--- src/rtl/jeti_pkg.sv ---
// ----------------------------------------------------------------------------
// jeti_pkg
// Types, constants and control structs for the escape-time iterator.
// ----------------------------------------------------------------------------
`timescale 1ns / 1ps
`default_nettype none

package jeti_pkg;

  localparam int IN_W            = 32;
  localparam int DP_W            = 40;
  localparam int DP_FRAC         = 32;
  localparam int HALF_W          = DP_W / 2;
  localparam int CFG_W           = 16;
  localparam int CNT_OUT_W       = 16;
  localparam int FRAC_BITS_DEF   = 29;
  localparam int COUNT_WIDTH_DEF = 16;

  typedef logic signed [IN_W-1:0] coord_t;
  typedef logic signed [DP_W-1:0] dp_t;

  localparam logic [CFG_W-1:0] MAX_ITER_RESET = 16'd256;

  localparam dp_t DP_MAX = 40'sh7F_FFFF_FFFF;
  localparam dp_t DP_MIN = 40'sh80_0000_0000;

  // 4.0 in the 32-fraction-bit format, one bit wider than a datapath word
  localparam logic [DP_W:0] FOUR_FX = 41'd4 << DP_FRAC;

  typedef enum logic [1:0] {
    MUL_RR,
    MUL_II,
    MUL_RI
  } mul_op_t;

  typedef enum logic [3:0] {
    ST_IDLE,
    ST_ENTRY,
    ST_SQ_RE,
    ST_SQ_IM,
    ST_TEST,
    ST_CROSS,
    ST_NEXT,
    ST_FINISH
  } state_t;

  typedef struct packed {
    logic    load;
    logic    start_mul;
    mul_op_t mul_op;
    logic    save_rq;
    logic    save_iq;
    logic    update;
    logic    result_load;
    logic    result_esc;
  } jeti_cmd_t;

  typedef struct packed {
    logic load_sat;
    logic limit_zero;
    logic mul_done;
    logic esc_test;
    logic upd_sat;
    logic at_limit;
  } jeti_sts_t;

  typedef struct packed {
    logic sat;
    dp_t  val;
  } sat_res_t;

endpackage

`default_nettype wire

--- src/rtl/jeti_mul.sv ---
// ----------------------------------------------------------------------------
// jeti_mul
// Shared 40x40 signed multiplier: four 20x20 partial products, one a cycle,
// result floored to 32 fraction bits and saturated.
// ----------------------------------------------------------------------------
`timescale 1ns / 1ps
`default_nettype none

module jeti_mul (
  input  wire logic          clk,
  input  wire logic          rst,
  input  wire logic          start,
  input  wire jeti_pkg::dp_t a,
  input  wire jeti_pkg::dp_t b,
  output logic               done,
  output jeti_pkg::dp_t      prod,
  output logic               sat
);
  import jeti_pkg::*;

  localparam logic [DP_W+7:0] MAG_LIM_POS = 48'h00_7F_FFFF_FFFF;
  localparam logic [DP_W+7:0] MAG_LIM_NEG = 48'h00_80_0000_0000;

  logic [DP_W-1:0]   ma;
  logic [DP_W-1:0]   mb;
  logic              neg;
  logic [2*DP_W-1:0] acc;
  logic [1:0]        phase;
  logic              busy;

  logic [HALF_W-1:0]   ah;
  logic [HALF_W-1:0]   bh;
  logic [2*HALF_W-1:0] pp;
  logic [2*DP_W-1:0]   term;

  always_comb begin
    ah = phase[1] ? ma[DP_W-1:HALF_W] : ma[HALF_W-1:0];
    bh = phase[0] ? mb[DP_W-1:HALF_W] : mb[HALF_W-1:0];
    pp = ah * bh;
    unique case (phase)
      2'd0:    term = (2*DP_W)'(pp);
      2'd3:    term = (2*DP_W)'(pp) << (2*HALF_W);
      default: term = (2*DP_W)'(pp) << HALF_W;
    endcase
  end

  always_ff @(posedge clk) begin
    if (rst) begin
      busy  <= 1'b0;
      done  <= 1'b0;
      phase <= 2'd0;
    end else begin
      done <= busy && (phase == 2'd3);
      if (start) begin
        busy  <= 1'b1;
        phase <= 2'd0;
      end else if (busy) begin
        phase <= phase + 2'd1;
        if (phase == 2'd3) begin
          busy <= 1'b0;
        end
      end
    end
  end

  always_ff @(posedge clk) begin
    if (start) begin
      ma  <= a[DP_W-1] ? DP_W'(-a) : DP_W'(a);
      mb  <= b[DP_W-1] ? DP_W'(-b) : DP_W'(b);
      neg <= a[DP_W-1] ^ b[DP_W-1];
      acc <= '0;
    end else if (busy) begin
      acc <= acc + term;
    end
  end

  // floor to 32 fraction bits: magnitude rounds up when negative
  logic [DP_W+7:0] q;
  logic [DP_W+7:0] qn;
  logic [DP_W+7:0] qneg;
  logic            rem;

  always_comb begin
    q    = acc[2*DP_W-1:DP_FRAC];
    rem  = |acc[DP_FRAC-1:0];
    qn   = q + (DP_W+8)'(rem);
    qneg = (DP_W+8)'(0) - qn;
    if (neg) begin
      if (qn > MAG_LIM_NEG) begin
        sat  = 1'b1;
        prod = DP_MIN;
      end else begin
        sat  = 1'b0;
        prod = qneg[DP_W-1:0];
      end
    end else begin
      if (q > MAG_LIM_POS) begin
        sat  = 1'b1;
        prod = DP_MAX;
      end else begin
        sat  = 1'b0;
        prod = q[DP_W-1:0];
      end
    end
  end

endmodule

`default_nettype wire

--- src/rtl/jeti_dp.sv ---
// ----------------------------------------------------------------------------
// jeti_dp
// Datapath: coordinate load, squares, escape test, z update, step counter,
// limit register and result register.
// ----------------------------------------------------------------------------
`timescale 1ns / 1ps
`default_nettype none

module jeti_dp #(
  parameter int FRAC_BITS   = jeti_pkg::FRAC_BITS_DEF,
  parameter int COUNT_WIDTH = jeti_pkg::COUNT_WIDTH_DEF
) (
  input  wire logic                           clk,
  input  wire logic                           rst,
  input  wire jeti_pkg::jeti_cmd_t            cmd,
  output jeti_pkg::jeti_sts_t                 sts,
  input  wire logic                           cfg_wr_en,
  input  wire logic [jeti_pkg::CFG_W-1:0]     cfg_wr_data,
  input  wire jeti_pkg::coord_t               param_re,
  input  wire jeti_pkg::coord_t               param_im,
  input  wire jeti_pkg::coord_t               start_re,
  input  wire jeti_pkg::coord_t               start_im,
  output logic [jeti_pkg::CNT_OUT_W-1:0]      iter_count,
  output logic                                escaped
);
  import jeti_pkg::*;

  localparam int SH    = DP_FRAC + 1 - FRAC_BITS;
  localparam int LSH   = (SH > 0) ? SH : 0;
  localparam int RSH   = (SH < 0) ? -SH : 0;
  localparam int LIM_W = (COUNT_WIDTH > CFG_W) ? COUNT_WIDTH : CFG_W;
  localparam logic [LIM_W-1:0] CNT_CAP = LIM_W'((64'd1 << COUNT_WIDTH) - 64'd1);

  localparam logic signed [63:0] DP_MAX_W = 64'sh0000_007F_FFFF_FFFF;
  localparam logic signed [63:0] DP_MIN_W = 64'shFFFF_FF80_0000_0000;

  function automatic sat_res_t sat_dp(input logic signed [63:0] v);
    sat_res_t r;
    if (v > DP_MAX_W) begin
      r.sat = 1'b1;
      r.val = DP_MAX;
    end else if (v < DP_MIN_W) begin
      r.sat = 1'b1;
      r.val = DP_MIN;
    end else begin
      r.sat = 1'b0;
      r.val = v[DP_W-1:0];
    end
    return r;
  endfunction

  // doubled and rescaled to 32 fraction bits; right shift floors
  function automatic sat_res_t load_coord(input coord_t v);
    logic signed [63:0] ext;
    ext = 64'(v);
    ext = (ext <<< LSH) >>> RSH;
    return sat_dp(ext);
  endfunction

  logic [CFG_W-1:0]       max_iter;
  dp_t                    cr;
  dp_t                    ci;
  dp_t                    zr;
  dp_t                    zi;
  dp_t                    rq;
  dp_t                    iq;
  logic                   sq_sat;
  logic                   load_sat;
  logic                   upd_sat;
  logic [COUNT_WIDTH-1:0] count;

  dp_t  mul_a;
  dp_t  mul_b;
  logic mul_done;
  dp_t  mul_prod;
  logic mul_sat;

  always_comb begin
    unique case (cmd.mul_op)
      MUL_RR: begin
        mul_a = zr;
        mul_b = zr;
      end
      MUL_II: begin
        mul_a = zi;
        mul_b = zi;
      end
      default: begin
        mul_a = zi;
        mul_b = zr;
      end
    endcase
  end

  jeti_mul u_mul (
    .clk   (clk),
    .rst   (rst),
    .start (cmd.start_mul),
    .a     (mul_a),
    .b     (mul_b),
    .done  (mul_done),
    .prod  (mul_prod),
    .sat   (mul_sat)
  );

  sat_res_t ld_cr;
  sat_res_t ld_ci;
  sat_res_t ld_zr;
  sat_res_t ld_zi;
  sat_res_t twice_t;
  sat_res_t zi_new;
  sat_res_t zr_new;

  always_comb begin
    ld_cr   = load_coord(param_re);
    ld_ci   = load_coord(param_im);
    ld_zr   = load_coord(start_re);
    ld_zi   = load_coord(start_im);
    twice_t = sat_dp(64'(mul_prod) + 64'(mul_prod));
    zi_new  = sat_dp(64'(twice_t.val) + 64'(ci));
    zr_new  = sat_dp(64'(rq) - 64'(iq) + 64'(cr));
  end

  always_ff @(posedge clk) begin
    if (rst) begin
      max_iter <= MAX_ITER_RESET;
    end else if (cfg_wr_en) begin
      max_iter <= cfg_wr_data;
    end
  end

  always_ff @(posedge clk) begin
    if (cmd.load) begin
      cr       <= ld_cr.val;
      ci       <= ld_ci.val;
      zr       <= ld_zr.val;
      zi       <= ld_zi.val;
      load_sat <= ld_cr.sat | ld_ci.sat | ld_zr.sat | ld_zi.sat;
      count    <= '0;
    end else if (cmd.update) begin
      zr      <= zr_new.val;
      zi      <= zi_new.val;
      upd_sat <= mul_sat | twice_t.sat | zi_new.sat | zr_new.sat;
      count   <= count + 1'b1;
    end
    if (cmd.save_rq) begin
      rq     <= mul_prod;
      sq_sat <= mul_sat;
    end
    if (cmd.save_iq) begin
      iq     <= mul_prod;
      sq_sat <= sq_sat | mul_sat;
    end
  end

  logic [LIM_W-1:0] cfg_ext;
  logic [LIM_W-1:0] limit;
  logic [LIM_W-1:0] cnt_ext;
  logic [DP_W:0]    sq_sum;

  always_comb begin
    cfg_ext = LIM_W'(max_iter);
    limit   = (cfg_ext < CNT_CAP) ? cfg_ext : CNT_CAP;
    cnt_ext = LIM_W'(count);
    // both squares are non-negative
    sq_sum  = (DP_W+1)'(unsigned'(rq)) + (DP_W+1)'(unsigned'(iq));

    sts.load_sat   = load_sat;
    sts.limit_zero = (limit == '0);
    sts.mul_done   = mul_done;
    sts.esc_test   = sq_sat | (sq_sum > FOUR_FX);
    sts.upd_sat    = upd_sat;
    sts.at_limit   = (cnt_ext == limit);
  end

  always_ff @(posedge clk) begin
    if (cmd.result_load) begin
      iter_count <= cnt_ext[CNT_OUT_W-1:0];
      escaped    <= cmd.result_esc;
    end
  end

endmodule

`default_nettype wire

--- src/rtl/jeti_ctrl.sv ---
// ----------------------------------------------------------------------------
// jeti_ctrl
// Sequencer: drives the multiplier through the three products of a step and
// decides when a point is finished.
// ----------------------------------------------------------------------------
`timescale 1ns / 1ps
`default_nettype none

module jeti_ctrl (
  input  wire logic                clk,
  input  wire logic                rst,
  input  wire logic                in_valid,
  output logic                     in_ready,
  output logic                     out_valid,
  input  wire logic                out_ready,
  output jeti_pkg::jeti_cmd_t      cmd,
  input  wire jeti_pkg::jeti_sts_t sts
);
  import jeti_pkg::*;

  state_t state;
  state_t state_next;
  logic   esc;
  logic   esc_next;

  always_ff @(posedge clk) begin
    if (rst) begin
      state     <= ST_IDLE;
      esc       <= 1'b0;
      out_valid <= 1'b0;
    end else begin
      state <= state_next;
      esc   <= esc_next;
      if (cmd.result_load) begin
        out_valid <= 1'b1;
      end else if (out_ready) begin
        out_valid <= 1'b0;
      end
    end
  end

  // next state
  always_comb begin
    state_next = state;
    esc_next   = esc;
    unique case (state)
      ST_IDLE: begin
        if (in_valid) state_next = ST_ENTRY;
      end
      ST_ENTRY: begin
        priority if (sts.limit_zero) begin
          esc_next   = 1'b0;
          state_next = ST_FINISH;
        end else if (sts.load_sat) begin
          esc_next   = 1'b1;
          state_next = ST_FINISH;
        end else begin
          state_next = ST_SQ_RE;
        end
      end
      ST_SQ_RE: begin
        if (sts.mul_done) state_next = ST_SQ_IM;
      end
      ST_SQ_IM: begin
        if (sts.mul_done) state_next = ST_TEST;
      end
      ST_TEST: begin
        if (sts.esc_test) begin
          esc_next   = 1'b1;
          state_next = ST_FINISH;
        end else begin
          state_next = ST_CROSS;
        end
      end
      ST_CROSS: begin
        if (sts.mul_done) state_next = ST_NEXT;
      end
      ST_NEXT: begin
        priority if (sts.upd_sat) begin
          esc_next   = 1'b1;
          state_next = ST_FINISH;
        end else if (sts.at_limit) begin
          esc_next   = 1'b0;
          state_next = ST_FINISH;
        end else begin
          state_next = ST_SQ_RE;
        end
      end
      ST_FINISH: begin
        if (!out_valid || out_ready) state_next = ST_IDLE;
      end
      default: state_next = ST_IDLE;
    endcase
  end

  // commands
  always_comb begin
    cmd            = '0;
    cmd.mul_op     = MUL_RR;
    cmd.result_esc = esc;
    in_ready       = (state == ST_IDLE);
    unique case (state)
      ST_IDLE: begin
        cmd.load = in_valid;
      end
      ST_ENTRY: begin
        cmd.start_mul = !sts.limit_zero && !sts.load_sat;
      end
      ST_SQ_RE: begin
        cmd.save_rq   = sts.mul_done;
        cmd.start_mul = sts.mul_done;
        cmd.mul_op    = MUL_II;
      end
      ST_SQ_IM: begin
        cmd.save_iq = sts.mul_done;
      end
      ST_TEST: begin
        cmd.start_mul = !sts.esc_test;
        cmd.mul_op    = MUL_RI;
      end
      ST_CROSS: begin
        cmd.update = sts.mul_done;
        cmd.mul_op = MUL_RI;
      end
      ST_NEXT: begin
        cmd.start_mul = !sts.upd_sat && !sts.at_limit;
      end
      ST_FINISH: begin
        cmd.result_load = !out_valid || out_ready;
      end
      default: begin
        cmd.load = 1'b0;
      end
    endcase
  end

endmodule

`default_nettype wire

--- src/rtl/julia_escape_time_iterator_top.sv ---
// ----------------------------------------------------------------------------
// julia_escape_time_iterator_top
// Fixed-point escape-time iterator: z <- z^2 + c until |z|^2 > 4, saturation or limit.
// ----------------------------------------------------------------------------
//
//  channel  | handshake               | payload
//  ---------+-------------------------+------------------------------------------
//  cfg      | cfg_wr_en (no wait)     | cfg_wr_data: max_iterations, 16 b
//  in       | in_valid / in_ready     | param_re, param_im, start_re, start_im
//  out      | out_valid / out_ready   | iter_count 16 b, escaped 1 b
//
//  One item in flight. Each iteration runs on the single shared multiplier
//  (three 40x40 products per step). An item ends when the limit is reached,
//  when a saturated update or the escape test fires, or at entry for a zero
//  limit or entry saturation. Reset is synchronous and sets the limit to 256.
//  The result waits in an output register; the next item is taken meanwhile,
//  and a stalled result holds the sequencer only at its final state.
//
`timescale 1ns / 1ps
`default_nettype none

module julia_escape_time_iterator_top #(
  parameter int FRAC_BITS   = jeti_pkg::FRAC_BITS_DEF,
  parameter int COUNT_WIDTH = jeti_pkg::COUNT_WIDTH_DEF
) (
  input  wire logic                        clk,
  input  wire logic                        rst,
  // limit register write
  input  wire logic                        cfg_wr_en,
  input  wire logic [jeti_pkg::CFG_W-1:0]  cfg_wr_data,
  // point in
  input  wire logic                        in_valid,
  output logic                             in_ready,
  input  wire jeti_pkg::coord_t            param_re,
  input  wire jeti_pkg::coord_t            param_im,
  input  wire jeti_pkg::coord_t            start_re,
  input  wire jeti_pkg::coord_t            start_im,
  // result out
  output logic                             out_valid,
  input  wire logic                        out_ready,
  output logic [jeti_pkg::CNT_OUT_W-1:0]   iter_count,
  output logic                             escaped
);
  import jeti_pkg::*;

  jeti_cmd_t cmd;
  jeti_sts_t sts;

  // sequencer: state machine only, talks to the datapath through cmd/sts
  jeti_ctrl u_ctrl (
    .clk       (clk),
    .rst       (rst),
    .in_valid  (in_valid),
    .in_ready  (in_ready),
    .out_valid (out_valid),
    .out_ready (out_ready),
    .cmd       (cmd),
    .sts       (sts)
  );

  // datapath: coordinates, shared multiplier, counter, limit, result register
  jeti_dp #(
    .FRAC_BITS   (FRAC_BITS),
    .COUNT_WIDTH (COUNT_WIDTH)
  ) u_dp (
    .clk         (clk),
    .rst         (rst),
    .cmd         (cmd),
    .sts         (sts),
    .cfg_wr_en   (cfg_wr_en),
    .cfg_wr_data (cfg_wr_data),
    .param_re    (param_re),
    .param_im    (param_im),
    .start_re    (start_re),
    .start_im    (start_im),
    .iter_count  (iter_count),
    .escaped     (escaped)
  );

endmodule

`default_nettype wire

--- config.mk ---
export PLATFORM = sky130hd
export DESIGN_NAME = julia_escape_time_iterator_top
export DESIGN_NICKNAME = d
export VERILOG_FILES = /design/src/rtl/jeti_pkg.sv /design/src/rtl/jeti_mul.sv /design/src/rtl/jeti_dp.sv /design/src/rtl/jeti_ctrl.sv /design/src/rtl/julia_escape_time_iterator_top.sv
export SDC_FILE = /design/constraint.sdc
export NUM_CORES = 2
export LEC_CHECK = 0
export BUFFER_PORTS_ARGS = -buffer_cell sky130_fd_sc_hd__buf_2
export CAP_MARGIN = 20
export CORE_MARGIN = 2
export CORE_UTILIZATION = 65
export DETAILED_ROUTE_END_ITERATION = 6
export PLACE_DENSITY = 0.83
export SLEW_MARGIN = 10
export SYNTH_ARGS = -nofsm -noshare
export SYNTH_HDL_FRONTEND = slang
export SYNTH_SLANG_ARGS = --single-unit
--- constraint.sdc ---
create_clock -name clk -period 16.5 [get_ports clk]
set_clock_uncertainty 0.2 [all_clocks]
set_input_delay 1.65 -clock clk [delete_from_list [all_inputs] [get_ports clk]]
set_output_delay 1.65 -clock clk [all_outputs]
set_load 0.1 [all_outputs]
==> results.sh <==
export IMPL_antenna_left=0
export IMPL_synth_edff_count=324
export IMPL_timing_final_crit_share_pct=78.8
export IMPL_place_inst=6560
export IMPL_rsz0062_at_grt="false"
export IMPL_ys_seq_elements=445
export IMPL_hp_start="u_ctrl.esc"
export IMPL_ys_seq_area_share_pct=24.8
export IMPL_avgSynthCellArea_um2=8.75
export IMPL_setup_violations=0
export IMPL_cts_tree="built"
export IMPL_start_util_pct=65.7
export IMPL_io_pins=168
export IMPL_vias=42400
export IMPL_worstSkewPairLatency_ps=660
export IMPL_outcome="finished, violations left"
export IMPL_synthToLayoutAreaGrowth_pct=7.08
export IMPL_yosys_warnings=0
export IMPL_syn_area_um2=49000
export IMPL_hold_depth=0
export IMPL_die_w_um=279
export IMPL_whs_ps=252
export IMPL_synth_main_ff_cell="edfxtp_1"
export IMPL_worst_path_buf_inv=5
export IMPL_top_usage_layer="met2"
export IMPL_row_count=100
export IMPL_cp_slowest_cell="dfxtp_2"
export IMPL_cp_data_arrival_time_ps=13300
export IMPL_io_buffers=167
export IMPL_via_per_inst=6.38
export IMPL_firstDrtPassIters=7
export IMPL_detail_route_iter0_violations=5318
export IMPL_worst_slew_pin_slew_ps=1140
export IMPL_cts_path_max_buffers=3
export IMPL_grtUsageMet3_pct=6.59
export IMPL_slew_headroom_pct=22.1
export IMPL_crit_fanout=36
export IMPL_hold_buffers=0
export IMPL_crit_type="flip-flop to flip-flop"
export IMPL_die_area_um2=77600
export IMPL_track_usage_pct=39.4
export IMPL_slew_violations=0
export IMPL_drc_errors=3
export IMPL_stdcell_count=6654
export IMPL_cts_setup_buffers=0
export IMPL_fin_crit_ps=13000
export IMPL_r2r_end="u_dp.u_mul.acc[76]"
export IMPL_wire_per_inst_um=23.2
export IMPL_ff2ff_path_depth=44
export IMPL_grt_pass1_vias=41000
export IMPL_crit_path_frequent_cell="fa_1"
export IMPL_h_tree_depth=2
export IMPL_antenna_found_initial=3
export IMPL_grt_util_met1_pct=51.3
export IMPL_grt_max_degree=88
export IMPL_required_ps=16800
export IMPL_gr_usage_met2_pct=63.1
export IMPL_drive_gt1_share_pct=7.72
export IMPL_min_path_type="flip-flop to flip-flop"
export IMPL_die_height_um=279
export IMPL_grt_pass1_wl_um=236000
export IMPL_synth_net_count=6509
export IMPL_hold_viol_final=0
export IMPL_tns_ps=0
export IMPL_failed_checks="DRC"
export IMPL_startpoint_type="flip-flop"
export IMPL_numCtsBuffers=50
export IMPL_max_freq_mhz=76.9
export IMPL_overflow=0
export IMPL_place_gp_congestion=1.03
export IMPL_crit_family="compound AO/OA/AOI/OAI gates"
export IMPL_clock_sinks=445
export IMPL_synth_cell_type_count=96
export IMPL_cts_resized=0
export IMPL_crit_path_end_kind="flip-flop"
export IMPL_cts_root_buffer="clkbuf_16"
export IMPL_whs_endpoint="u_dp.escaped"
export IMPL_maxCapViolCount=0
export IMPL_wirelength_um=155000
export IMPL_dp_hpwl_um=121000
export IMPL_r2r_slack_ps=3500
export IMPL_r2r_start="u_dp.u_mul.phase[0]"
export IMPL_synthCells=5603
export IMPL_clk_pin_slew_ps=60
export IMPL_nets=6549
export IMPL_async_flop_share_pct=0
export IMPL_cp_slowest_stage_delay_ps=1010
export IMPL_coreArea_um2=74600
[Yosys cell counts (13+ instances only)]
cell type,instances,share of area [%]
a2111oi_0,13,0.23
a211o_1,14,0.25
a211oi_1,27,0.41
a21o_1,195,3.0
a21oi_1,366,3.7
a22o_1,35,0.63
a31oi_1,50,0.64
and2_1,58,0.74
and3_1,34,0.43
and4_1,15,0.27
buf_1,20,0.15
clkbuf_1,204,1.6
dfxtp_1,121,4.9
edfxtp_1,324,20
fa_1,359,15
ha_1,398,10
inv_1,675,5.2
maj3_2,15,0.34
mux2_2,39,0.90
mux2i_1,208,4.2
nand2_1,476,3.6
nand2b_1,50,0.64
nand3_1,83,0.85
nand4_1,70,0.89
nor2_1,575,4.4
nor2b_1,55,0.70
nor3_1,108,1.1
nor4_1,50,0.64
o2111ai_1,16,0.29
o211ai_1,21,0.32
o21a_1,41,0.63
o21ai_0,205,2.1
o21ai_1,32,0.33
o21bai_1,41,0.63
o31ai_1,28,0.43
or2_2,23,0.29
or3_1,32,0.41
xnor2_1,227,4.1
xor2_1,106,1.9
[flip-flops by register name (all words and copies together) (netlist names), 16 cells and up]
signal           cells
u_dp.cfg_ext        16
u_dp.ci             32
u_dp.cnt_ext        16
u_dp.cr             32
u_dp.iq             40
u_dp.iter_count     16
u_dp.rq             40
u_dp.u_mul.acc      80
u_dp.u_mul.ma       40
u_dp.u_mul.mb       40
u_dp.zi             40
u_dp.zr             40
[stage by stage]
stage               cell area [um2]  setup WS (ps)  util [%]
floorplan                     49000           4720         -
global placement              50700           4090      67.9
detailed placement            50700           3690      67.9
CTS                           52500           3670      70.4
global route                  52500           2830      70.4
finish                        52500           3500      70.4
[worst register-to-register path: cells and delay by family (launching register included)]
family,cells,cell delay [ps]
fa+ha+maj,9,4160
compound gates,22,5330
flops,1,1010
xor+xnor,1,230
mux,1,280
buf+inv,5,520
simple gates,6,1140
[layer usage]
metal  vias to the layer above  wire (um)  share of wire [%]
met4                         4      10100                6.6
met2                      2474      69900                 45
met5                         -         26              0.017
li1                      19300          -                  -
met1                     20200      58500                 38
met3                       509      16000                 10
[how the worst max path moves through the flow]
stage | startpoint | to | slack, ps | depth (start not counted)
floorplan | u_dp.u_mul.phase[0] | u_dp.u_mul.acc[76] | 4720 | 46
global placement | u_dp.u_mul.phase[0] | u_dp.u_mul.acc[76] | 4090 | 43
detailed placement | u_dp.u_mul.phase[0] | u_dp.u_mul.acc[76] | 3690 | 44
CTS | u_dp.u_mul.phase[0] | u_dp.u_mul.acc[76] | 3670 | 44
global route | u_dp.u_mul.phase[0] | u_dp.u_mul.acc[76] | 2830 | 43
finish | u_dp.u_mul.phase[0] | u_dp.u_mul.acc[76] | 3500 | 44
[layout make-up]
| class | count | area [um2] |
|---|---|---|
| Timing Repair Buffer | 227 | 1290 |
| Clock inverter | 31 | 485 |
| Inverter | 677 | 2550 |
| Fill cell | 5848 | 22100 |
| Sequential cell | 445 | 12200 |
| Multi-Input combinational cell | 4242 | 33500 |
| Antenna cell | 1 | 2.50 |
| Tap cell | 969 | 1210 |
| Clock buffer | 62 | 1350 |
[cells in the final DEF, fill, tap and decap left out, drive strengths merged, types with 52 or more instances in the layout]
cell	synthesis	layout
fa	359	359
and2	60	60
nand4	70	70
mux2i	208	208
nor2	575	575
nor2b	55	55
o21ai	237	237
dfxtp	121	121
nor4	52	52
a21o	195	195
nor3	110	110
a21oi	366	366
clkbuf	204	62
buf	35	227
edfxtp	324	324
xnor2	227	227
nand3	86	86
xor2	106	106
ha	398	398
nand2	476	476
inv	677	680
[cell families (layout without fill, tap and decap cells)]
| family | count (synthesis) | after routing | synth area share, % |
|---|---|---|---|
| buf+inv | 916 | 997 | 7.09 |
| simple gates | 1679 | 1679 | 15.9 |
| compound gates | 1206 | 1206 | 15.8 |
| flops | 445 | 445 | 24.8 |
| other cells | 1 | 2 | 0.00765 |
| xor+xnor | 333 | 333 | 5.95 |
| fa+ha+maj | 776 | 776 | 25.2 |
| mux | 247 | 247 | 5.14 |
Power is left out: the tool's default activity adds up to more than one toggle a clock period on the data nets, which glitch-free logic cannot reach.
